--- config.mk ---
export PLATFORM = sky130hd
export DESIGN_NAME = assembler_line_tokenizer_top
export DESIGN_NICKNAME = d
export VERILOG_FILES = /design/src/hw/rtl/alt_pkg.sv /design/src/hw/rtl/assembler_line_tokenizer_top.sv
export VERILOG_INCLUDE_DIRS = /design/src /design/src/hw/rtl
export SDC_FILE = /design/constraint.sdc
export NUM_CORES = 1
export LEC_CHECK = 0
export BUFFER_PORTS_ARGS = -buffer_cell sky130_fd_sc_hd__buf_2
export CAP_MARGIN = 20
export CORE_ASPECT_RATIO = 0.9
export CORE_UTILIZATION = 40
export CTS_BUF_LIST = sky130_fd_sc_hd__clkbuf_8
export CTS_CLUSTER_DIAMETER = 40
export DETAILED_ROUTE_END_ITERATION = 6
export SYNTH_ARGS = -nofsm -noshare
export SYNTH_HDL_FRONTEND = slang
export SYNTH_SLANG_ARGS = --single-unit
--- constraint.sdc ---
create_clock -name clk -period 2.6 [get_ports clk]
set_clock_uncertainty 0.2 [all_clocks]
set_input_delay 0.39 -clock clk [delete_from_list [all_inputs] [get_ports clk]]
set_output_delay 0.39 -clock clk [all_outputs]
set_load 0.01 [all_outputs]
--- src/hw/rtl/assert_macros.svh ---
// Assertion macros shared by the RTL files of the line tokenizer.
// Depends on nothing; each user supplies clk and rst_n in its own scope.
`ifndef ASSERT_MACROS_SVH
`define ASSERT_MACROS_SVH

// Same-cycle implication, checked at every rising clock edge outside reset.
`define ASSERT_IMPLIES(label, ante, cons) \
    label: assert property (@(posedge clk) disable iff (!rst_n) (ante) |-> (cons)) \
        else $error("implication check failed");

// Next-cycle implication, checked at every rising clock edge outside reset.
`define ASSERT_NEXT(label, ante, cons) \
    label: assert property (@(posedge clk) disable iff (!rst_n) (ante) |=> (cons)) \
        else $error("next-cycle check failed");

`endif

--- src/hw/rtl/alt_pkg.sv ---
// Package for the line tokenizer: column widths, character codes and
// character class functions. Depends on nothing.
`default_nettype none

package alt_pkg;

    // Column and position counters; MAX_LINE must fit in COL_W bits.
    localparam int COL_W = 13;
    localparam logic [COL_W-1:0] MAX_LINE = COL_W'(4096);

    // Character codes.
    localparam logic [7:0] CH_LPAREN = 8'h28;
    localparam logic [7:0] CH_RPAREN = 8'h29;
    localparam logic [7:0] CH_COMMA  = 8'h2C;
    localparam logic [7:0] CH_SEMI   = 8'h3B;
    localparam logic [7:0] CH_EQUAL  = 8'h3D;
    localparam logic [7:0] CH_DQUOTE = 8'h22;
    localparam logic [7:0] CH_SQUOTE = 8'h27;
    localparam logic [7:0] CH_SPACE  = 8'h20;
    localparam logic [7:0] CH_TAB    = 8'h09;
    localparam logic [7:0] CH_LF     = 8'h0A;
    localparam logic [7:0] CH_VT     = 8'h0B;
    localparam logic [7:0] CH_FF     = 8'h0C;
    localparam logic [7:0] CH_CR     = 8'h0D;

    // Width of the packed result word.
    localparam int OUT_DATA_W = 40;

    // One-character separator tokens.
    function automatic logic is_sep(input logic [7:0] c);
        return (c == CH_LPAREN) || (c == CH_RPAREN) || (c == CH_COMMA)
            || (c == CH_SEMI) || (c == CH_EQUAL);
    endfunction

    function automatic logic is_quote(input logic [7:0] c);
        return (c == CH_DQUOTE) || (c == CH_SQUOTE);
    endfunction

    function automatic logic is_blank(input logic [7:0] c);
        return (c == CH_SPACE) || (c == CH_TAB) || (c == CH_LF) || (c == CH_VT)
            || (c == CH_FF) || (c == CH_CR);
    endfunction

endpackage

`default_nettype wire

--- src/hw/rtl/assembler_line_tokenizer_top.sv ---
// A result appears on the master side in the cycle after its request is accepted.
// Throughput: one byte per cycle while m_tready is held high; the scan state update and the result register
// sit behind one level of character classification.
// Reset: rst_n is asynchronous and active low; it returns the scanner to between
// tokens at column zero and empties the result register.
// Depends on alt_pkg and assert_macros.svh.
`default_nettype none
`include "assert_macros.svh"

module assembler_line_tokenizer_top (
    input  wire logic        clk,
    input  wire logic        rst_n,
    // Input byte stream.
    input  wire logic        s_tvalid,
    output logic             s_tready,
    input  wire logic [7:0]  s_tdata,   // [7:0] char_in
    input  wire logic        s_tlast,   // last_of_line
    // Classified byte stream.
    output logic             m_tvalid,
    input  wire logic        m_tready,
    // [7:0] char_out, [8] in_token, [9] token_start, [22:10] token_column,
    // [23] is_quoted, [24] quote_error, [37:25] error_column, [39:38] zero
    output logic [alt_pkg::OUT_DATA_W-1:0] m_tdata,
    output logic             m_tlast    // line_done
);

    typedef enum logic [2:0] {
        MODE_IDLE  = 3'b001,
        MODE_WORD  = 3'b010,
        MODE_QUOTE = 3'b100
    } scan_mode_t;

    typedef struct packed {
        logic [alt_pkg::COL_W-1:0] error_column;
        logic                      quote_error;
        logic                      is_quoted;
        logic [alt_pkg::COL_W-1:0] token_column;
        logic                      token_start;
        logic                      in_token;
        logic [7:0]                char_out;
    } result_t;

    localparam int RES_W = $bits(result_t);

    scan_mode_t                mode_reg, mode_next;
    logic                      quote_kind_reg, quote_kind_next;
    logic [alt_pkg::COL_W-1:0] position_reg, position_next;
    logic [alt_pkg::COL_W-1:0] start_col_reg, start_col_next;
    logic                      out_valid_reg, out_valid_next;
    result_t                   res_reg, res_next;
    logic                      last_reg, last_next;

    logic                      accept;
    logic [7:0]                c;
    logic [alt_pkg::COL_W-1:0] col;
    logic [7:0]                close_q;
    logic                      plain;
    logic                      tok, start, quoted;
    scan_mode_t                mode_scan;
    logic                      quote_kind_scan;
    logic [alt_pkg::COL_W-1:0] start_col_scan;

    // A new request is taken whenever the result register is empty or drains now.
    assign s_tready = !out_valid_reg || m_tready;
    assign accept   = s_tvalid && s_tready;
    assign c        = s_tdata;

    // Per-byte scan: classify the byte against the current mode.
    always_comb
    begin
        col = (position_reg < alt_pkg::MAX_LINE) ? position_reg + 1'b1 : alt_pkg::MAX_LINE;
        close_q = quote_kind_reg ? alt_pkg::CH_SQUOTE : alt_pkg::CH_DQUOTE;
        plain = !alt_pkg::is_sep(c) && !alt_pkg::is_quote(c) && !alt_pkg::is_blank(c);
        tok = 1'b0;
        start = 1'b0;
        quoted = 1'b0;
        mode_scan = mode_reg;
        quote_kind_scan = quote_kind_reg;
        start_col_scan = start_col_reg;

        if (mode_reg == MODE_QUOTE)
        begin
            tok = 1'b1;
            quoted = 1'b1;
            if (c == close_q)
            begin
                mode_scan = MODE_IDLE;
            end
        end
        else if (mode_reg == MODE_WORD && plain)
        begin
            tok = 1'b1;
        end
        else
        begin
            // Between tokens, or the current word ends at this byte.
            mode_scan = MODE_IDLE;
            if (!alt_pkg::is_blank(c))
            begin
                tok = 1'b1;
                start = 1'b1;
                start_col_scan = col;
                if (alt_pkg::is_quote(c))
                begin
                    quoted = 1'b1;
                    quote_kind_scan = (c == alt_pkg::CH_SQUOTE);
                    mode_scan = MODE_QUOTE;
                end
                else if (plain)
                begin
                    mode_scan = MODE_WORD;
                end
            end
        end
    end

    // Result assembly and end-of-line handling.
    always_comb
    begin
        res_next.char_out     = c;
        res_next.in_token     = tok;
        res_next.token_start  = start;
        res_next.token_column = tok ? start_col_scan : '0;
        res_next.is_quoted    = quoted;
        res_next.quote_error  = s_tlast && (mode_scan == MODE_QUOTE);
        res_next.error_column = (s_tlast && (mode_scan == MODE_QUOTE)) ? col : '0;
        last_next = s_tlast;

        mode_next = mode_reg;
        quote_kind_next = quote_kind_reg;
        position_next = position_reg;
        start_col_next = start_col_reg;
        if (accept)
        begin
            if (s_tlast)
            begin
                mode_next = MODE_IDLE;
                quote_kind_next = 1'b0;
                position_next = '0;
                start_col_next = '0;
            end
            else
            begin
                mode_next = mode_scan;
                quote_kind_next = quote_kind_scan;
                start_col_next = start_col_scan;
                if (position_reg < alt_pkg::MAX_LINE)
                begin
                    position_next = position_reg + 1'b1;
                end
            end
        end

        if (accept)
        begin
            out_valid_next = 1'b1;
        end
        else if (m_tready)
        begin
            out_valid_next = 1'b0;
        end
        else
        begin
            out_valid_next = out_valid_reg;
        end
    end

    // Scan state and result valid.
    always_ff @(posedge clk or negedge rst_n)
    begin
        if (!rst_n)
        begin
            mode_reg       <= MODE_IDLE;
            quote_kind_reg <= 1'b0;
            position_reg   <= '0;
            start_col_reg  <= '0;
            out_valid_reg  <= 1'b0;
        end
        else
        begin
            mode_reg       <= mode_next;
            quote_kind_reg <= quote_kind_next;
            position_reg   <= position_next;
            start_col_reg  <= start_col_next;
            out_valid_reg  <= out_valid_next;
        end
    end

    // Result payload, loaded with each accepted request.
    always_ff @(posedge clk)
    begin
        if (accept)
        begin
            res_reg  <= res_next;
            last_reg <= last_next;
        end
    end

    assign m_tvalid = out_valid_reg;
    assign m_tdata  = {(alt_pkg::OUT_DATA_W - RES_W)'(0), res_reg};
    assign m_tlast  = last_reg;

    // Checks on the scanner's own consistency.
    `ASSERT_IMPLIES(a_start_in_token, out_valid_reg && res_reg.token_start, res_reg.in_token)
    `ASSERT_IMPLIES(a_blank_clean, out_valid_reg && !res_reg.in_token,
        res_reg.token_column == '0 && !res_reg.is_quoted)
    `ASSERT_IMPLIES(a_error_at_eol, out_valid_reg && res_reg.quote_error, last_reg)
    `ASSERT_NEXT(a_eol_resets, accept && s_tlast,
        mode_reg == MODE_IDLE && position_reg == '0 && start_col_reg == '0)

endmodule

`default_nettype wire
==> results.md <==
- Clk_lat worst skew: 350 ps
- DR pass1 iterations: 4
- Post-synth top area cell: edfxtp_1
- Slowest stage delay, CP: 550 ps
- Final hold slack: 54.3 ps
- Wire per inst: 15.4 um
- Slowest cell on crit path: or4_1
- Most numerous cell in the Yosys netlist: edfxtp_1
- Top cells by area, synth: edfxtp_1 (33%), dfrtp_1 (21%), o311ai_2 (3.6%)
- DRT iter0 DRCs: 182
- GR Overflow Total: 0
- Worst EP arrival: 2450 ps
- Yosys reg bits: 70
- Fin crit period: 2380 ps
- Period utilization: 91.7%
- Final setup margin: 216 ps
- Reg clk slew, reported paths: 80 ps
- Worst R2R End: position_reg[10]$_DFFE_PN0P_
- Hold Crit Start: s_tvalid
- Share of flip-flops with an asynchronous set or reset: 44.3%
- Pre-CTS WS: 109 ps
- Worst hold path stage count: 2
- Worst Max-Slew Pin Slew: 735 ps
- Final Setup Violations: 0
- YS warnings: 0
- Power Density: 658 nW/um^2
- Crit. End Element: register
- Routed vias: 2814
- # DRC: 0
- Worst hold path class: input pin to register
- Crit path launch type: register
- Peak supply drop: 0.316 mV
- Die H: 91.6 um
- CTS tree: built
- Synth Cell Area: 3570 sq um
- Final #Nets: 403
- Hold Violations, Final: 0
- Synth top cells by count: edfxtp_1 (39), nand2_1 (32), dfrtp_1 (30)
- Rel. slew slack: 51.0%
- Largest net degree at the start of global routing: 32
- CTS Buf Count: 9
- Core area: 8610 sq um
- Synth cell types: 61
- Post-synth top area share: 32.8%
- Non-Filler Instances: 512
- H-tree levels: 3
- FMAX: 0.419 GHz
- Slew Limit Fails: 0
- Dpl cells: 495
- M3 GR Usage: 4.12%
- Root Driver: clkbuf_8
- LEAKAGE: 1.66 nW
- Worst-path cell chain: ha_1, nand3_1, or4_1, a21oi_1, a22oi_1, o21ai_0
- DPL Wire Length: 5240 um
- Min-Delay Endpoint: m_tvalid$_DFFE_PN0P_
- Post-Synthesis Cells: 328
- Post-synthesis average cell area: 10.9 sq um
- Core Util, Final: 49.8%
- R2R depth: 6
- Layout area overhead: 19.9%
- I/O pin cnt: 56
- RSZ-0062 raised after global routing: false
- Met1 Use GR: 26.9%
- Initial antenna violation count: 0
- Max-Cap Viols: 0
- Setup total negative slack: 0 ps
- WS Path Type: register to register
- Clk buf depth: 2
- Number of synthesized flops with an enable pin: 39
- Final wirelength: 7860 um
- R2R setup slack: 220 ps
- Predominant post-synthesis flop cell: edfxtp_1
- Vias per Instance: 5.50
- DIE WIDTH: 102 um
- Layout cells sized above 1: 27.0%
- Status: complete, no violations
- RePlAce Congestion: 0.851
- Routed Antenna Nets: 0
- Post-CTS Setup Bufs: 0
- Seq/Total Area, Yosys: 54.6%
- Die area: 9310 sq um
- Initial core utilization: 41.5%
- Critical Path Fanout Max: 7
- Port bufs: 53
- Ant. Diodes: 0
- Row cnt: 32
- Global-route wire length before repair: 13100 um
- CTS sink cnt: 70
- Busiest metal layer after global routing: met2
- Met2 global-route usage: 27.2%
- R2R Path Start: position_reg[1]$_DFFE_PN0P_
- Critical Path RT: 2670 ps
- Vias in the first global route: 2542
- Number of flip-flops in the largest register: 38
- GR Util All Layers: 18.5%
[logic make-up (layout without fill, tap and decap cells)]
| kind of cell | Yosys count | after routing | synth area share (%) |
|---|---|---|---|
| AND/OR/NAND/NOR | 111 | 111 | 16.6 |
| AO/OA/AOI/OAI | 90 | 90 | 20.1 |
| flip-flops | 70 | 70 | 54.6 |
| buffers and inverters | 48 | 112 | 6.45 |
| XOR/XNOR | 5 | 5 | 1.23 |
| adder cells (fa/ha/maj) | 2 | 2 | 0.701 |
| other | 1 | 2 | 0.105 |
| multiplexers | 1 | 1 | 0.280 |
[cell usage in the layout, fill, tap and decap left out, drive strengths merged, types with 2 or more instances in the layout]
master and instances:
inv 22, o31ai 7, o311ai 12, nor3 7
or3 5, ha 2, nand2 33, conb 2
nand2b 3, xor2 4, or4 6, buf 75
a22oi 8, clkinv 3, edfxtp 39, nand3b 2
nand3 9, nand4 12, bufinv 2, nor4 2
o2bb2ai 2, a22o 11, nor2 16, dfrtp 30
a32o 2, or3b 3, a211o 2, clkbuf 9
a21oi 12, nor2b 8, o21ai 16, o22ai 2
[report_power, final]
group	internal (mW)	switching [mW]	total (mW)	leakage, nW
logic	0.187	0.284	0.471	0.753
registers	1.28	0.0669	1.34	0.790
clock network	0.552	0.451	1.00	0.114
total	2.02	0.801	2.82	1.66
[area by class of cell]
| cell class | count | area, sq um |
|---|---|---|
| clock buffer | 9 | 124 |
| timing repair buffer | 76 | 478 |
| tap | 119 | 149 |
| inverter | 20 | 77.6 |
| sequential | 70 | 1950 |
| multi-input combinational | 211 | 1400 |
| clock inverter | 7 | 104 |
| fill | 789 | 4330 |
[layer usage]
layer / vias to the layer above / wire length, um
li1: 1358 / -
met3: 11 / 302
met2: 69 / 3580
met5: - / 0
met4: 0 / 95
met1: 1376 / 3890
[worst max path at each step]
stage / startpoint / end / slack [ps] / cells past startpoint
2_1_floorplan: s_tdata[0] / m_tdata[10]$_SDFFCE_PN0P_ / 90 / 9
3_3_place_gp: s_tdata[1] / m_tdata[14]$_SDFFCE_PN0P_ / 110 / 8
3_5_place_dp: s_tdata[1] / m_tdata[17]$_SDFFCE_PN0P_ / 110 / 7
4_1_cts: position_reg[1]$_DFFE_PN0P_ / position_reg[10]$_DFFE_PN0P_ / 220 / 6
5_1_grt: position_reg[1]$_DFFE_PN0P_ / position_reg[10]$_DFFE_PN0P_ / 80 / 6
6_report: position_reg[1]$_DFFE_PN0P_ / position_reg[10]$_DFFE_PN0P_ / 220 / 6
[timing repair]
item | in CTS | in global routing
hold buffers | 1 | 0
gates resized for setup | 0 | 1
endpoints found under the setup margin | 0 | 1
endpoints found under the hold margin | 30 | 0
[through the flow]
step,area (sq um),power [mW]
final,4280,2.82
after global routing,4280,2.95
after CTS,4280,2.85
after detailed placement,4040,1.84
after global placement,4040,1.83
after floorplan,3580,1.68
[worst max-delay path, delay by kind of cell, from the launching register on]
kind / cells / cell delay, ps
simple gates: 2 / 770
compound gates: 3 / 710
flops: 1 / 390
fa+ha+maj: 1 / 240
Power figures use the tool's default switching activity.
